<file path="src/hdl/pbrb_pkg.sv">
// ----------------------------------------------------------------------------
// pbrb_pkg
// Shared constants, codes and types of the packed-byte log ring buffer.
// ----------------------------------------------------------------------------
package pbrb_pkg;

  localparam int BUFFER_BYTES = 16384;
  localparam int SECTOR_BYTES = 512;
  localparam int MAX_SECTORS  = 32;
  localparam int ADDR_W       = $clog2(BUFFER_BYTES);
  localparam int CNT_W        = ADDR_W + 1;
  localparam int SECTOR_LOG   = $clog2(SECTOR_BYTES);
  localparam int THR_W        = 6;
  localparam int BYTE_W       = 8;
  localparam int LEN_W        = 8;
  localparam int APB_DATA_W   = 32;
  localparam int APB_ADDR_W   = 3;

  localparam logic [THR_W-1:0] THR_RESET = THR_W'(8);
  localparam logic [CNT_W-1:0] SECTOR_MASK = ~CNT_W'(SECTOR_BYTES - 1);

  typedef enum logic [1:0] {
    ACT_WRITE   = 2'd0,
    ACT_QUERY   = 2'd1,
    ACT_RELEASE = 2'd2,
    ACT_READ    = 2'd3
  } action_t;

  typedef enum logic [1:0] {
    ST_OK           = 2'd0,
    ST_BAD_LEN      = 2'd1,
    ST_NO_ROOM      = 2'd2,
    ST_OVER_RELEASE = 2'd3
  } status_t;

  // register index within the configuration space
  localparam logic REG_FLUSH_THRESHOLD = 1'b0;

  typedef enum logic [2:0] {
    S_IDLE,
    S_DECODE,
    S_WRITE,
    S_FINISH,
    S_OUT
  } state_t;

  typedef struct packed {
    logic [1:0]        action;
    logic [LEN_W-1:0]  packed_length;
    logic [BYTE_W-1:0] first_byte;
    logic [BYTE_W-1:0] second_byte;
    logic [BYTE_W-1:0] third_byte;
    logic [CNT_W-1:0]  release_length;
    logic [ADDR_W-1:0] read_address;
  } item_t;

  typedef struct packed {
    logic [1:0]        status;
    logic [ADDR_W-1:0] chunk_offset;
    logic [CNT_W-1:0]  chunk_length;
    logic [BYTE_W-1:0] read_data;
    logic [CNT_W-1:0]  fill_level;
    logic [CNT_W-1:0]  high_water;
  } res_t;

  // controller to datapath
  typedef struct packed {
    logic       load_item;
    logic       mem_we;
    logic [1:0] byte_sel;
    logic       mem_re;
    logic       finish;
  } cmd_t;

  // datapath to controller
  typedef struct packed {
    action_t    action;
    logic       write_ok;
    logic [1:0] last_sel;
  } dp_stat_t;

endpackage

</file>
<file path="src/hdl/pbrb_cfg.sv">
// ----------------------------------------------------------------------------
// pbrb_cfg
// APB register slave holding the flush threshold.
// ----------------------------------------------------------------------------
module pbrb_cfg (
  input  logic                              clk,
  input  logic                              rst_n,
  input  logic                              psel,
  input  logic                              penable,
  input  logic                              pwrite,
  input  logic [pbrb_pkg::APB_ADDR_W-1:0]   paddr,
  input  logic [pbrb_pkg::APB_DATA_W-1:0]   pwdata,
  output logic [pbrb_pkg::APB_DATA_W-1:0]   prdata,
  output logic                              pready,
  output logic [pbrb_pkg::THR_W-1:0]        thr_o
);
  import pbrb_pkg::*;

  logic [THR_W-1:0] thr_r;
  logic [THR_W-1:0] thr_nxt;
  logic             sel_thr;

  // word index sits above the byte lanes
  assign sel_thr = (paddr[APB_ADDR_W-1] == REG_FLUSH_THRESHOLD);

  always_comb begin
    thr_nxt = thr_r;
    if (psel && penable && pwrite && sel_thr) begin
      thr_nxt = pwdata[THR_W-1:0];
    end
  end

  always_ff @(posedge clk) begin
    if (!rst_n) begin
      thr_r <= THR_RESET;
    end else begin
      thr_r <= thr_nxt;
    end
  end

  assign prdata = sel_thr ? APB_DATA_W'(thr_r) : '0;
  assign pready = 1'b1;
  assign thr_o  = thr_r;

endmodule

</file>
<file path="config.mk">
export PLATFORM = sky130hd
export DESIGN_NAME = pbrb_cfg
export DESIGN_NICKNAME = d
export VERILOG_FILES = /design/src/hdl/pbrb_pkg.sv /design/src/hdl/pbrb_cfg.sv
export SDC_FILE = /design/constraint.sdc
export NUM_CORES = 1
export LEC_CHECK = 0
export ABC_AREA = 1
export ABC_CLOCK_PERIOD_IN_PS = 1000
export BUFFER_PORTS_ARGS = -buffer_cell sky130_fd_sc_hd__clkbuf_2
export CORE_MARGIN = 2
export CORE_UTILIZATION = 34
export CTS_BUF_LIST = sky130_fd_sc_hd__clkbuf_2
export CTS_CLUSTER_SIZE = 12
export DETAILED_ROUTE_END_ITERATION = 6
export GPL_TIMING_DRIVEN = 0
export PLACE_DENSITY = 0.85
export SETUP_SLACK_MARGIN = 0.2
export SKIP_LAST_GASP = 1
export SYNTH_ARGS = -nofsm -noshare
export SYNTH_HDL_FRONTEND = slang
export SYNTH_SLANG_ARGS = --single-unit
</file>
<file path="constraint.sdc">
create_clock -name clk -period 1 [get_ports clk]
set_input_delay 0.1 -clock clk [delete_from_list [all_inputs] [get_ports clk]]
set_output_delay 0.1 -clock clk [all_outputs]
set_load 0.005 [all_outputs]
</file>
==> metrics, run 1 <==
status=completed; Vias=~550; initial core utilization=0.351; EDFF count, synth=0; Synth Flop Type=dfxtp_1; core area=about 1700 sq um; post-synth top area cell=buf_4; gr usage total=0.108; worst reg-to-reg path cell count=4; startpoint types=flop; setup TNS=0 ns; R2R Setup Slk=0.18 ns; antenna cells=0; Top Metal Used=met4; vias in the first global route=420; Ys Warns=0; Reg clk slew, reported paths=0.06 ns; DR vias/cell=between 3 and 4; Post-route DRC=0; CTS Hold Buffers Added=0; clock latency at the later pin of the worst-skew pair=roughly 0.22 ns; Critical Path Sink=prdata[5]; initial antenna violation count=0; CP max FO=3; routed wire length=around 1.1 mm; die height=approximately 46 um; post-synthesis register bit count=6; Worst Setup SP=thr_o[5]; final global-route overflow total=0; power per cell area=~720 nW/um^2; Slew Viols, Final=0; syn_area_per_cell=7.15 sq um; Root Buffer=clkbuf_2; largest net degree at the start of global routing=9; Non-Filler Instances=roughly 160; register area share after synthesis=0.203; H-tree lvl count=1; count of cell types in the netlist=15; ys async rst share=0; Top Ports=79; Area Overhead vs Synth=56.3%; worst path required time=0.90 ns; leakage power=0.000589 uW; WL/cell=7.19 um; mapped cell area=about 590 sq um; Multi-input gate area=just over 300 sq um; Final #Nets=between 150 and 200; final hold vios=0; reg2reg start=thr_o[3]; RSZ-0062 raised after global routing=yes; post-layout min period=a little over 0.9 ns; Met3 Wirelength=~120 um; layout cells sized above 1=0.652; path type of the worst setup path=reg2out; max FFs per register=6; Num CTS Buffers=3; Detailed Routing Iterations Pass 1=4; Tcrit/Tclk final=0.906; total power=672 uW; # setup viols final=0; Placer Congestion=~0.76; CTS sink count=6; Hold WS=0.0764 ns; most instantiated cells after synthesis=27 x buf_4, 11 x inv_1, 10 x nor2_2; # rows=15; met2 WL post-DR=a little over 600 um; Iter 0 DRT Violations=9; top-area cell type share of the netlist area=0.342; cells after synthesis=83; Final ANT Viol Nets=0; CP endpoint kind=output port; Die Wd=45.8 um; TritonCTS clock tree=yes; Met1 Routed Length=approximately 380 um; CP arrival=0.81 ns; top post-synthesis cells by area=buf_4 34%, dfxtp_1 20%, nor2_2 11%; clk_skew=0 ns; FF/Latch Area=approximately 130 sq um; most common cell in the netlist=buf_4; worst vdd ir=roughly 0.00036 V; class of the worst hold path=in2reg; clk buf depth=2; Port Buf Inserts=22; cell count after placement=147; final-layout fill cell count=approximately 160; Die Area=~2100 sq um; post-layout util=0.549; RR Endpoint=thr_o[3]; Max Clk Rate=around 1100 MHz; first-pass GRT wire length=approximately 1.6 mm; max-cap violations=0
[cell type report]
type	instances	area share
clock buffers	3	0.0162
plain buffers	28	0.231
inverters	14	0.0594
multi-input cells	60	0.332
flip-flops and latches	6	0.138
repair buffers	30	0.201
well taps	17	0.0229
[kinds of logic after synthesis]
family,after synthesis,synth area share
buffers and inverters,42,0.454
AOI/OAI and AO/OA,1,0.00843
DFF,6,0.203
and+or+nand+nor,32,0.323
other,2,0.0127
[stage by stage]
step	setup slack, ns	instance area [sq um]
global route	0.0361	927
floorplan	0.368	687
finish	0.0940	927
global placement	0.306	818
CTS	0.0974	886
detailed placement	0.296	818
[worst max-delay path, stage by stage (launching register included)]
cell and delay (ns):
dfxtp_2 0.35, inv_2 0.04, nor2_2 0.08, buf_2 0.11
[placed cells by master, fill, tap and decap left out, drive strengths merged]
cell type / count
buf: 44
conb: 27
nor2: 18
clkbuf: 17
inv: 14
nand2: 8
nand3: 6
dfxtp: 6
o21ai: 1
[report_power, final]
group          total (uW)  internal, uW  switching (uW)
logic                 244           136             108
clock network         172          81.1            90.4
registers             256           249            6.82
total                 672           466             205
[how the worst min path moves through the flow]
stage | from | to | cells past startpoint
3_5_place_dp | pwdata[3] | thr_o[3] | 3
4_1_cts | pwdata[3] | thr_o[3] | 3
3_3_place_gp | pwdata[3] | thr_o[3] | 3
6_report | pwdata[3] | thr_o[3] | 3
5_1_grt | pwdata[3] | thr_o[3] | 3
2_1_floorplan | rst_n | thr_o[3] | 1
[routing by layer]
layer	up-vias	global-route usage
met2	29	0.197
met3	2	0.0198
li1	304	-
met5	-	0
met4	0	0.103
met1	214	0.0959
[timing repair]
item                       CTS  global route
setup buffers                6             2
gates resized for setup      6            17
pin swaps                    0             4
setup endpoints to repair   12            10
Power figures use the tool's default switching activity.
==> inputs of run 2 (changes only) <==
==> constraint.sdc (replaced) <==
create_clock -name clk -period 1 [get_ports clk]
set_input_delay 0 -clock clk [delete_from_list [all_inputs] [get_ports clk]]
set_output_delay 0 -clock clk [all_outputs]
set_load 0.005 [all_outputs]
==> run 2 against run 1 <==
  * Clock skew is the same
  * Critical endpoint is now prdata[0]
  * Critical path type unchanged
  * First-iteration DRC count down 44%
  * Count of clock-buffer cells in the layout is the same
  * Critical path depth is the same
==> metrics, run 2 (synthesized netlist as in run 1, its figures left out) <==
antenna cells=0 (unchanged); startpoint types=flop; TritonCTS clock tree=yes; Post-route DRC=0 (unchanged); Tcrit/Tclk final=0.799 (-0.107); H-tree lvl count=1 (unchanged); max-cap violations=0 (unchanged); Final ANT Viol Nets=0 (unchanged); clk buf depth=2 (unchanged); post-layout min period=0.799 ns (-0.107 ns); cell count after placement=147 (unchanged); Top Ports=79 (unchanged); R2R Setup Slk=0.27 ns (+0.09 ns); Placer Congestion=0.761 (unchanged); DR vias/cell=3.44 (-1.1%); setup TNS=0 ns (unchanged); CP endpoint kind=output port; first-pass GRT wire length=1.62 mm (+3.1%); CP arrival=0.80 ns (about the same); worst reg-to-reg path cell count=3 (-1); Reg clk slew, reported paths=0.06 ns (about the same); initial core utilization=0.351 (unchanged); Iter 0 DRT Violations=5 (-4); largest net degree at the start of global routing=9 (unchanged); Non-Filler Instances=158 (unchanged); most frequent cells in the layout=34 x buf_4, 27 x conb_1, 19 x clkbuf_2; # rows=15 (unchanged); worst path required time=1.00 ns (+0.10 ns); class of the worst hold path=in2reg; Vias=543 (-1.1%); vias in the first global route=424 (+0.95%); RR Endpoint=thr_o[3]; path type of the worst setup path=reg2out; Final #Nets=183 (unchanged); dpl ws=0.393 ns (+0.0969 ns); Max Clk Rate=1250 MHz (+13%); initial antenna violation count=0 (unchanged); reg2reg start=thr_o[3]; RSZ-0062 raised after global routing=yes; WL/cell=7.20 um (about the same); hold path start=rst_n; hold path endpoint=thr_o[3]; Worst Slack Setup Final=0.201 ns (+0.107 ns); # setup viols final=0 (unchanged); Area Overhead vs Synth=54.0%; final global-route overflow total=0 (unchanged); gr usage total=0.110 (+0.00243); worst vdd ir=0.000384 V (+7.0%); status=completed; Detailed Routing Iterations Pass 1=4 (unchanged); leakage power=0.000582 uW (-1.3%); final hold vios=0 (unchanged); core area=1690 sq um (unchanged); layout cells sized above 1=0.652 (unchanged); clk_skew=0 ns (unchanged); routed wire length=1.14 mm (about the same); Die Wd=45.8 um (unchanged); clock latency at the later pin of the worst-skew pair=0.21 ns (about the same); Root Buffer=clkbuf_2; Slew Viols, Final=0 (unchanged); Num CTS Buffers=3 (unchanged); CP max FO=3 (unchanged); CTS sink count=6 (unchanged); most common cell after layout, fill and taps aside=buf_4; Die Area=2090 sq um (unchanged); power per cell area=725 nW/um^2 (+0.11%); Hold Path Depth=2 (-1); Port Buf Inserts=22 (unchanged); max FFs per register=6 (unchanged); die height=45.8 um (unchanged)
==> run 2: cell count changes in the layout (fill, tap and decap cells not counted) <==
cell and delta:
inv_2 +1, dlygate4sd3_1 +1, clkbuf_2 +2, inv_1 -1, buf_6 -3
==> run 2: what timing repair did <==
item,4_1_cts,5_1_grt
hold buffers,1,0
buffers inserted,6,1
gates resized for setup,6,15
hold endpoints to repair,1,0
pin swaps,0,4
setup endpoints to repair,6,6
==> run 2: cell type report <==
class | instances | area (sq um)
plain buffers | 28 | 214
clock buffers | 3 | 15.0
fillers | 152 | 776
inverters | 14 | 55.1
multi-input cells | 60 | 308
flip-flops and latches | 6 | 128
well taps | 17 | 21.3
repair buffers | 30 | 173
==> run 2: worst max-delay path by stage <==
stage,start,depth (start not counted),endpoint,slack [ns]
5_1_grt,thr_o[1],3,prdata[1],0.15
2_1_floorplan,thr_o[0],2,thr_o[0],0.43
6_report,thr_o[0],3,prdata[0],0.20
4_1_cts,thr_o[5],3,prdata[5],0.20
3_3_place_gp,thr_o[2],3,prdata[2],0.41
3_5_place_dp,thr_o[3],2,thr_o[3],0.39
==> run 2: where the power goes <==
part           internal, uW  switching [uW]
combinational           133             108
sequential              250            7.16
clock                  81.2            83.8
total                   463             199
==> run 2: metrics by stage <==
stage               hold slack [ns]  area [sq um]  total power [uW]   util
floorplan                    0.0846           687               427      -
global placement              0.212           818               472  0.484
detailed placement            0.217           818               475  0.484
CTS                         0.00429           896               662  0.530
global route                 0.0226           913               707  0.541
finish                       0.0203           913               663  0.541
==> run 2: critical path: stages, from the launching register on <==
cell,delay [ns]
dfxtp_2,0.34
inv_2,0.04
nor2_2,0.09
buf_2,0.12
==> run 2: routing by layer <==
layer / GRT usage / wire (um)
met1: 0.0959 / 357
met2: 0.214 / 639
met3: 0.0198 / 123
met4: 0.0857 / 17
met5: 0 / 0
