**config.mk**
```make
export PLATFORM = sky130hd
export DESIGN_NAME = pbrb_ctrl
export DESIGN_NICKNAME = d
export VERILOG_FILES = /design/src/hdl/pbrb_pkg.sv /design/src/hdl/pbrb_ctrl.sv
export SDC_FILE = /design/constraint.sdc
export NUM_CORES = 1
export LEC_CHECK = 0
export BUFFER_PORTS_ARGS = -buffer_cell sky130_fd_sc_hd__buf_2
export CAP_MARGIN = 20
export CORE_AREA = 2 2 39 41
export DETAILED_ROUTE_END_ITERATION = 12
export DIE_AREA = 0 0 41 43
export PLACE_DENSITY = 0.55
export SYNTH_ARGS = -nofsm -noshare
export SYNTH_HDL_FRONTEND = slang
export SYNTH_SLANG_ARGS = --single-unit
```
**constraint.sdc**
```tcl
create_clock -name clk -period 1.4 [get_ports clk]
set_input_delay 0.07 -clock clk [delete_from_list [all_inputs] [get_ports clk]]
set_output_delay 0.07 -clock clk [all_outputs]
set_load 0.1 [all_outputs]
```
**src/hdl/pbrb_pkg.sv**
```systemverilog
// ----------------------------------------------------------------------------
// pbrb_pkg
// Shared constants, codes and types of the packed-byte log ring buffer.
// ----------------------------------------------------------------------------
package pbrb_pkg;

  localparam int BUFFER_BYTES = 16384;
  localparam int SECTOR_BYTES = 512;
  localparam int MAX_SECTORS  = 32;
  localparam int ADDR_W       = $clog2(BUFFER_BYTES);
  localparam int CNT_W        = ADDR_W + 1;
  localparam int SECTOR_LOG   = $clog2(SECTOR_BYTES);
  localparam int THR_W        = 6;
  localparam int BYTE_W       = 8;
  localparam int LEN_W        = 8;
  localparam int APB_DATA_W   = 32;
  localparam int APB_ADDR_W   = 3;

  localparam logic [THR_W-1:0] THR_RESET = THR_W'(8);
  localparam logic [CNT_W-1:0] SECTOR_MASK = ~CNT_W'(SECTOR_BYTES - 1);

  typedef enum logic [1:0] {
    ACT_WRITE   = 2'd0,
    ACT_QUERY   = 2'd1,
    ACT_RELEASE = 2'd2,
    ACT_READ    = 2'd3
  } action_t;

  typedef enum logic [1:0] {
    ST_OK           = 2'd0,
    ST_BAD_LEN      = 2'd1,
    ST_NO_ROOM      = 2'd2,
    ST_OVER_RELEASE = 2'd3
  } status_t;

  // register index within the configuration space
  localparam logic REG_FLUSH_THRESHOLD = 1'b0;

  typedef enum logic [2:0] {
    S_IDLE,
    S_DECODE,
    S_WRITE,
    S_FINISH,
    S_OUT
  } state_t;

  typedef struct packed {
    logic [1:0]        action;
    logic [LEN_W-1:0]  packed_length;
    logic [BYTE_W-1:0] first_byte;
    logic [BYTE_W-1:0] second_byte;
    logic [BYTE_W-1:0] third_byte;
    logic [CNT_W-1:0]  release_length;
    logic [ADDR_W-1:0] read_address;
  } item_t;

  typedef struct packed {
    logic [1:0]        status;
    logic [ADDR_W-1:0] chunk_offset;
    logic [CNT_W-1:0]  chunk_length;
    logic [BYTE_W-1:0] read_data;
    logic [CNT_W-1:0]  fill_level;
    logic [CNT_W-1:0]  high_water;
  } res_t;

  // controller to datapath
  typedef struct packed {
    logic       load_item;
    logic       mem_we;
    logic [1:0] byte_sel;
    logic       mem_re;
    logic       finish;
  } cmd_t;

  // datapath to controller
  typedef struct packed {
    action_t    action;
    logic       write_ok;
    logic [1:0] last_sel;
  } dp_stat_t;

endpackage

```
**src/hdl/pbrb_ctrl.sv**
```systemverilog
// ----------------------------------------------------------------------------
// pbrb_ctrl
// Sequencer: takes one item, steps the byte writes or the read, then
// presents the result until it is taken.
// ----------------------------------------------------------------------------
module pbrb_ctrl (
  input  logic               clk,
  input  logic               rst_n,
  input  logic               in_valid,
  output logic               in_ready,
  output logic               out_valid,
  input  logic               out_ready,
  input  pbrb_pkg::dp_stat_t stat_i,
  output pbrb_pkg::cmd_t     cmd_o
);
  import pbrb_pkg::*;

  state_t     state_r;
  state_t     state_nxt;
  logic [1:0] idx_r;
  logic [1:0] idx_nxt;

  always_comb begin
    state_nxt = state_r;
    case (state_r)
      S_IDLE: begin
        if (in_valid) begin
          state_nxt = S_DECODE;
        end
      end
      S_DECODE: begin
        if (stat_i.action == ACT_WRITE && stat_i.write_ok) begin
          state_nxt = S_WRITE;
        end else begin
          state_nxt = S_FINISH;
        end
      end
      S_WRITE: begin
        if (idx_r == stat_i.last_sel) begin
          state_nxt = S_FINISH;
        end
      end
      S_FINISH: begin
        state_nxt = S_OUT;
      end
      S_OUT: begin
        if (out_ready) begin
          state_nxt = S_IDLE;
        end
      end
      default: begin
        state_nxt = S_IDLE;
      end
    endcase
  end

  always_comb begin
    cmd_o     = '0;
    in_ready  = 1'b0;
    out_valid = 1'b0;
    idx_nxt   = 2'd0;
    case (state_r)
      S_IDLE: begin
        in_ready       = 1'b1;
        cmd_o.load_item = in_valid;
      end
      S_DECODE: begin
        cmd_o.mem_re = (stat_i.action == ACT_READ);
      end
      S_WRITE: begin
        cmd_o.mem_we   = 1'b1;
        cmd_o.byte_sel = idx_r;
        idx_nxt        = idx_r + 2'd1;
      end
      S_FINISH: begin
        cmd_o.finish = 1'b1;
      end
      S_OUT: begin
        out_valid = 1'b1;
      end
      default: begin
        cmd_o = '0;
      end
    endcase
  end

  always_ff @(posedge clk) begin
    if (!rst_n) begin
      state_r <= S_IDLE;
      idx_r   <= 2'd0;
    end else begin
      state_r <= state_nxt;
      idx_r   <= idx_nxt;
    end
  end

endmodule

```
==> results.toml, run 1 <==
[setup_path]
path_class = "register to output port"
worstPathRequired_ns = 1.33
r2r_slack_ns = 0.28
cp.arrival_ns = 1.24
cpLargestDelayFamily = "flip-flops"
crit_buf_inv = 1
cp-startpoint = "state_r[0]"
end_kind = "output port"
cp_max_fo = 10
rr_worst_depth = 3
reg2reg_from = "state_r[0]"
crit_path_max_incr_delay_ns = 0.47
slowest_stage = "dfxtp_2"
timing.rr.end = "state_r[0]"
path_cells = "nand4b_1 -> nor2_1 -> buf_12"
setup.worst_path.start_class = "register"

[routing]
drt_iter0_drc = 1
drtPass1Iterations = 2
wl_um = 667
wl_per_cell_um = 9.667
vias = 292
drcViolationCount = 0
viasPerCell = 4.232
postRouteAntennaNets = 0

[final_layout]
syn2layout_area_growth_pct = 98.72
fin_nets = 63
drive_gt1_frac = 0.6226
fillers = 134
multi_input_area_um2 = 202.7
seqCellArea_um2 = 106.4
diodes = 0
fin_area_um2 = 581.8
fin_cells = 69
layout_common_cells = "buf_2 (8), buf_12 (8), nor2_1 (5), clkbuf_4 (3), buf_4 (3)"

[global_route]
grt_most_used_layer = "met2"
grt-ovfl-total = 0
grt_pass1_wl_um = 1131
antenna_found_initial = 0
use_met2 = 0.1313
grt_use_met3 = 0.07853
grt_usage = 0.1004
grt_max_degree = 11
grt_pass1_vias = 289
met1_usage = 0.1093

[flow_run]
cap_violations = 0

[timing]
setup_ws_ns = 0.08814
max_freq_mhz = 762.3
worst_pin_slew_ns = 0.3390
setup_violations = 0
maxSlewViolCount = 0
finalHoldViolations = 0
max-slew-margin-rel = 0.7709
grt_setup_unrepaired = "false"
fin_skew_ns = 0.0004115
setup_tns_ns = 0
fin_crit_sh = 0.9370
fin_hold_ws_ns = 0.07615
fin_crit_ns = 1.312

[yosys]
netlist_instances = 32
ys_seq_area_frac = 0.3419
synth_nets = 41
yosys.area.top_type = "dfxtp_1"
synth_top_cell_area_share = 0.3419
netlist_top_cells_area = "dfxtp_1 (34%), and2_1 (6.4%), nor2_1 (6.4%)"
syn_avg_cell_area_um2 = 9.149
ys_warn_count = 0
ys_ff_latch = 5
yosysUniqueCellTypes = 19
synth_area_um2 = 292.8

[hold_path]
whs_path_depth = 2
hp-start = "in_valid"
min_path_type = "input port to register"
hold_path_end = "state_r[0]"

[clock_tree]
numCtsBuffers = 3
holdBufCountCts = 0
cts.sinks = 5
htree_levels = 1
clock-root-buffer = "clkbuf_4"
cts_max_path_buffers = 2
clk_pin_slew_ns = 0.04
cts_tree = "yes"
clkLatencyLatePin_ns = 0.24

[floorplanning]
die-area_um2 = 1763
die_h_um = 43
row_count = 14
die_x_um = 41
start_util = 0.2116
core_area_um2 = 1384
num_io_pins = 17

[placed_design]
place.gp.congestion = 0.6633
io_buffers = 16
pre_cts_ws_ns = 0.1351
place_area_um2 = 535.5
place_inst = 63
hpwl_um = 541

[power_and_ir_drop]
powerDensity_nw_per_um2 = 1992
leakage_nw = 0.2485
ir_drop_mv = 0.7560

[run_status]
status = "finished clean"
-- timing repair --
action                     4_1_cts  5_1_grt
setup endpoints to repair        3        5
resized for setup                1        2
hold endpoints to repair         0        0
pin swaps                        0        1
buffers inserted                 0        2
-- worst max-delay path by stage --
stage	end	slack [ns]	depth (start not counted)
floorplan	cmd_o[2]	-0.52	3
global placement	state_r[0]	0.17	3
detailed placement	state_r[0]	0.14	3
CTS	out_valid	0.003	2
global route	cmd_o[3]	0.03	3
finish	cmd_o[1]	0.09	3
-- kinds of logic after synthesis --
group | share of synthesized area
flip-flops | 0.3419
buffers and inverters | 0.06834
XOR/XNOR | 0.1197
AO/OA/AOI/OAI | 0.1025
AND/OR/NAND/NOR | 0.3675
-- synth_stat cells --
library cell  instances
a2111oi_2             1
and2_1                3
and3b_1               1
buf_2                 1
buf_6                 1
dfxtp_1               5
inv_1                 1
nand2_1               1
nand4b_1              1
nor2_1                5
nor3_1                2
nor3b_1               1
nor3b_2               1
nor4b_1               1
nor4bb_1              1
o21ai_1               1
o311a_1               1
xnor2_1               2
xor2_1                2
-- area by class of cell --
type,count,area share
Tap cell,16,0.03441
Multi-Input combinational cell,24,0.3484
Inverter,1,0.006452
Timing Repair Buffer,19,0.3828
Sequential cell,5,0.1828
Clock buffer,4,0.04516
-- state kept, by name (all words and copies together), names as in the netlist --
register	count
state_r	3
idx_r	2
-- routing by layer --
layer,share of wire,routed length (um)
met1,0.37,250
met3,0.084,56
met2,0.52,350
met5,0,0
met4,0.013,9
-- report_power, final --
group	total (W)	internal, W	switching [W]
logic	0.000739	0.000303	0.000436
registers	0.000255	0.000181	0.0000744
clock network	0.000165	0.000108	0.0000571
total	0.00116	0.000591	0.000567
-- through the flow --
step / utilization / power (W)
6_report: 0.4204 / 0.001159
5_1_grt: 0.4204 / 0.001222
4_1_cts: 0.4069 / 0.001136
3_5_place_dp: 0.3870 / 0.0009630
3_3_place_gp: 0.3870 / 0.0009578
2_1_floorplan: - / 0.0007509
Note: power is estimated with default switching activity, not from simulation.
==> inputs of run 2 (changes only) <==
--- a/config.mk
+++ b/config.mk
@@ -10,7 +10,6 @@
 export CORE_AREA = 2 2 39 41
 export DETAILED_ROUTE_END_ITERATION = 12
 export DIE_AREA = 0 0 41 43
-export PLACE_DENSITY = 0.55
 export SYNTH_ARGS = -nofsm -noshare
 export SYNTH_HDL_FRONTEND = slang
 export SYNTH_SLANG_ARGS = --single-unit
==> constraint.sdc (replaced) <==
create_clock -name clk -period 1.61 [get_ports clk]
set_input_delay 0.0805 -clock clk [delete_from_list [all_inputs] [get_ports clk]]
set_output_delay 0.0805 -clock clk [all_outputs]
set_load 0.1 [all_outputs]
==> results.toml, run 2 (synthesis gave the netlist of run 1 again) <==
[timing]
setup_ws_ns = 0.1114
grt_setup_unrepaired = "false"
setup_violations = 0
setup_tns_ns = 0
worst_pin_slew_ns = 0.4855
fin_crit_sh = 0.9308
fin_crit_ns = 1.499
max-slew-margin-rel = 0.6786
finalHoldViolations = 0
max_freq_mhz = 667.3
fin_hold_ws_ns = 0.09140
maxSlewViolCount = 0
fin_skew_ns = 0.003672

[routing]
wl_um = 622
drcViolationCount = 0
postRouteAntennaNets = 0
met2_length_um = 301
drt-met1-wl_um = 270
drtPass1Iterations = 2
viasPerCell = 4.288
wl_per_cell_um = 9.424
met3_length_um = 50
vias = 283
top_layer = "met3"
drt_iter0_drc = 2

[floorplanning]
num_io_pins = 17
core_area_um2 = 1384
die_h_um = 43
die_x_um = 41
row_count = 14
die-area_um2 = 1763
start_util = 0.2116

[clock_tree]
clock-root-buffer = "clkbuf_4"
numCtsBuffers = 3
cts_tree = "yes"
holdBufCountCts = 0
cts_max_path_buffers = 2
cts-resized-gates = 0
clk_pin_slew_ns = 0.04
postCtsSetupBuffers = 0
cts.sinks = 5
clkLatencyLatePin_ns = 0.24
htree_levels = 1

[hold_path]
min_path_type = "input port to register"

[final_layout]
layout_common_cells = "buf_2 (11), nor2_1 (5), clkbuf_4 (4), buf_12 (4), dfxtp_1 (3)"
diodes = 0
fin_nets = 60
drive_gt1_frac = 0.5600
largest_reg_flops = 3
final_common_cell = "buf_2"
top_register = "state_r"
top_regs = "state_r: 3 flops, idx_r: 2 flops"
fin_cells = 66
syn2layout_area_growth_pct = 69.66

[power_and_ir_drop]
comb_power_share = 0.569
leakage_nw = 0.2161
power_w = 0.0008513
p_sw_w = 0.0004675
pwr-share-seq = 0.265
powerDensity_nw_per_um2 = 1714
intPower_w = 0.0003839
switching_share = 0.5491
pwr-share-clk = 0.166
ir_drop_mv = 0.5715

[global_route]
grt_pass1_wl_um = 1000
grt_pass1_vias = 247
antenna_found_initial = 0
grt_usage = 0.08835
grt-ovfl-total = 0
grt_max_degree = 11

[setup_path]
slowest_stage = "dfxtp_1"
path_class = "register to output port"
end_kind = "output port"
setup.worst_path.start_class = "register"
worstPathRequired_ns = 1.53
cp_max_fo = 8
cp.arrival_ns = 1.42
crit_path_max_incr_delay_ns = 0.53
path_cells = "nor3b_2 -> buf_2"

[placed_design]
pre_cts_ws_ns = 0.3123
place.gp.congestion = 0.6759
io_buffers = 16
place_inst = 62
hpwl_um = 490.3

[run_status]
status = "finished clean"

[flow_run]
cap_violations = 0
[run 2: final timing paths]
check | from | endpoint | slack, ns | depth (start not counted)
worst max-delay path | state_r[2] | out_valid | 0.11 | 2
worst min-delay path | in_valid | state_r[0] | 0.09 | 2
worst max register to register | state_r[0] | state_r[0] | 0.47 | 3
worst min register to register | idx_r[0] | idx_r[0] | 0.48 | 1
[run 2: cell type report]
class	instances	area [um^2]
Clock buffer	4	26.28
Fill cell	142	887.1
Inverter	1	3.754
Multi-Input combinational cell	24	201.4
Sequential cell	5	102.6
Tap cell	16	20.02
Timing Repair Buffer	16	142.6
[run 2: layer usage]
layer  track usage  up-vias
li1              -      149
met1       0.09968      126
met2        0.1219        8
met3       0.07853        0
met4       0.02000        0
met5             0        -
[run 2: power groups by stage]
| stage | clock (W) | sequential (W) | combinational, W |
|---|---|---|---|
| after floorplan | 0 | 0.000170 | 0.000482 |
| after global placement | 0 | 0.000226 | 0.000479 |
| after detailed placement | 0 | 0.000227 | 0.000481 |
| after CTS | 0.000148 | 0.000224 | 0.000483 |
| after global routing | 0.000167 | 0.000236 | 0.000506 |
| final | 0.000141 | 0.000226 | 0.000484 |
[run 2: worst max-delay path: cells and delay by family (launching register included)]
| kind | cells | cell delay, ns |
|---|---|---|
| buffers and inverters | 1 | 0.44 |
| flip-flops | 1 | 0.53 |
| AND/OR/NAND/NOR | 1 | 0.22 |
[run 2: metrics by stage]
| step | utilization | area [um^2] |
|---|---|---|
| detailed placement | 0.3373 | 466.7 |
| finish | 0.3590 | 496.7 |
| global route | 0.3590 | 496.7 |
| CTS | 0.3562 | 493.0 |
| global placement | 0.3373 | 466.7 |
| floorplan | - | 329.1 |
==> inputs of run 3 (changes only) <==
--- a/config.mk
+++ b/config.mk
@@ -5,11 +5,11 @@
 export SDC_FILE = /design/constraint.sdc
 export NUM_CORES = 1
 export LEC_CHECK = 0
-export BUFFER_PORTS_ARGS = -buffer_cell sky130_fd_sc_hd__buf_2
 export CAP_MARGIN = 20
 export CORE_AREA = 2 2 39 41
 export DETAILED_ROUTE_END_ITERATION = 12
 export DIE_AREA = 0 0 41 43
+export DONT_BUFFER_PORTS = 1
 export SYNTH_ARGS = -nofsm -noshare
 export SYNTH_HDL_FRONTEND = slang
 export SYNTH_SLANG_ARGS = --single-unit
==> results.toml, run 3 (synthesis gave the netlist of run 1 again) <==
[global_route]
grt-ovfl-total = 0
grt_max_degree = 11
grt_pass1_wl_um = 1083
antenna_found_initial = 0
grt_usage = 0.09337
grt_pass1_vias = 262

[routing]
drcViolationCount = 0
drt_iter0_drc = 2
viasPerCell = 4.583
vias = 275
drtPass1Iterations = 4
wl_per_cell_um = 9.950
postRouteAntennaNets = 0
wl_um = 597

[final_layout]
drive_gt1_frac = 0.4773
fillers = 133
fin_nets = 54
fin_area_um2 = 505.5
layout_common_cells = "buf_12 (5), nor2_1 (4), clkbuf_4 (3), dfxtp_1 (3), buf_4 (3)"
seqCellArea_um2 = 102.6
largest_reg_flops = 3
fin_cells = 60
final_common_cell = "buf_12"
top_regs = "state_r: 3 flops, idx_r: 2 flops"
diodes = 0
top_register = "state_r"
multi_input_area_um2 = 210.2
syn2layout_area_growth_pct = 72.65

[timing]
worst_pin_slew_ns = 0.4211
fin_crit_sh = 0.9151
setup_tns_ns = 0
grt_setup_unrepaired = "false"
finalHoldViolations = 0
setup_violations = 0
fin_skew_ns = 0.005141
fin_crit_ns = 1.473
max-slew-margin-rel = 0.7189
max_freq_mhz = 678.8
maxSlewViolCount = 0
fin_hold_ws_ns = 0.01832

[clock_tree]
htree_levels = 1
cts_tree = "yes"
clk_pin_slew_ns = 0.05
clkLatencyLatePin_ns = 0.24
clock-root-buffer = "clkbuf_4"
cts_max_path_buffers = 2
postCtsSetupBuffers = 0
cts.sinks = 5
numCtsBuffers = 3

[floorplanning]
start_util = 0.2116
die_h_um = 43
die_x_um = 41
die-area_um2 = 1763
num_io_pins = 17
row_count = 14
core_area_um2 = 1384

[placed_design]
io_buffers = 0
place_area_um2 = 457.9
place.gp.congestion = 0.6685
hpwl_um = 488.5
place_inst = 54

[setup_path]
end_kind = "output port"
crit_path_max_incr_delay_ns = 0.57
crit_buf_inv = 1
path_cells = "nor3b_4 -> buf_4"
setup.worst_path.start_class = "register"
path_class = "register to output port"
cpLargestDelayFamily = "flip-flops"
worstPathRequired_ns = 1.53
cp.arrival_ns = 1.39
cp_max_fo = 8
slowest_stage = "dfxtp_1"

[power_and_ir_drop]
ir_drop_mv = 0.5797
powerDensity_nw_per_um2 = 1763
leakage_nw = 0.1977

[flow_run]
cap_violations = 0

[run_status]
status = "finished clean"

[hold_path]
min_path_type = "input port to register"
-- run 3: cell count changes in the layout (fill, tap and decap cells not counted) --
cell / change
dlygate4sd3_1: +2
clkbuf_4: -1
nor2_1: -1
nor3b_4: +1
buf_12: +1
buf_4: +3
buf_2: -11
nor3b_2: -1
nor2_2: +1
-- run 3: what timing repair did --
| action | in CTS | in global routing |
|---|---|---|
| hold buffers | 2 | 0 |
| endpoints found under the setup margin | 0 | 1 |
| endpoints found under the hold margin | 3 | 0 |
| resized for setup | 0 | 1 |
-- run 3: path summary, 6_finish.rpt --
check                                start    endpoint  slack (ns)  depth (start not counted)
worst max-delay path            state_r[2]   out_valid        0.14                          2
worst min register to register    idx_r[0]    idx_r[0]        0.49                          1
worst min-delay path                 rst_n  state_r[2]        0.02                          2
worst max register to register  state_r[0]  state_r[0]        0.47                          3
-- run 3: power breakdown --
| group | internal [W] | switching [W] |
|---|---|---|
| Clock | 0.0000936 | 0.0000493 |
| Combinational | 0.000170 | 0.000345 |
| Sequential | 0.000153 | 0.0000800 |
-- run 3: routing by layer --
| metal | vias up | GRT usage | part of all wire |
|---|---|---|---|
| met1 | 128 | 0.1093 | 0.38 |
| met5 | - | 0 | 0 |
| li1 | 139 | - | - |
| met3 | 0 | 0.04712 | 0.075 |
| met2 | 8 | 0.1281 | 0.54 |
| met4 | 0 | 0.06000 | 0 |
-- run 3: area by class of cell --
type | instances | area share
Clock buffer | 4 | 0.05198
Inverter | 1 | 0.007426
Multi-Input combinational cell | 24 | 0.4158
Sequential cell | 5 | 0.2030
Tap cell | 16 | 0.03960
Timing Repair Buffer | 10 | 0.2822
-- run 3: per-stage QoR --
stage | power, W | utilization | setup slack (ns)
after detailed placement | 0.0007494 | 0.3309 | 0.2996
final | 0.0008914 | 0.3653 | 0.1367
after global routing | 0.0009421 | 0.3653 | 0.08409
after CTS | 0.0009011 | 0.3644 | 0.09823
after floorplan | 0.0006521 | - | -0.3204
after global placement | 0.0007463 | 0.3309 | 0.3332
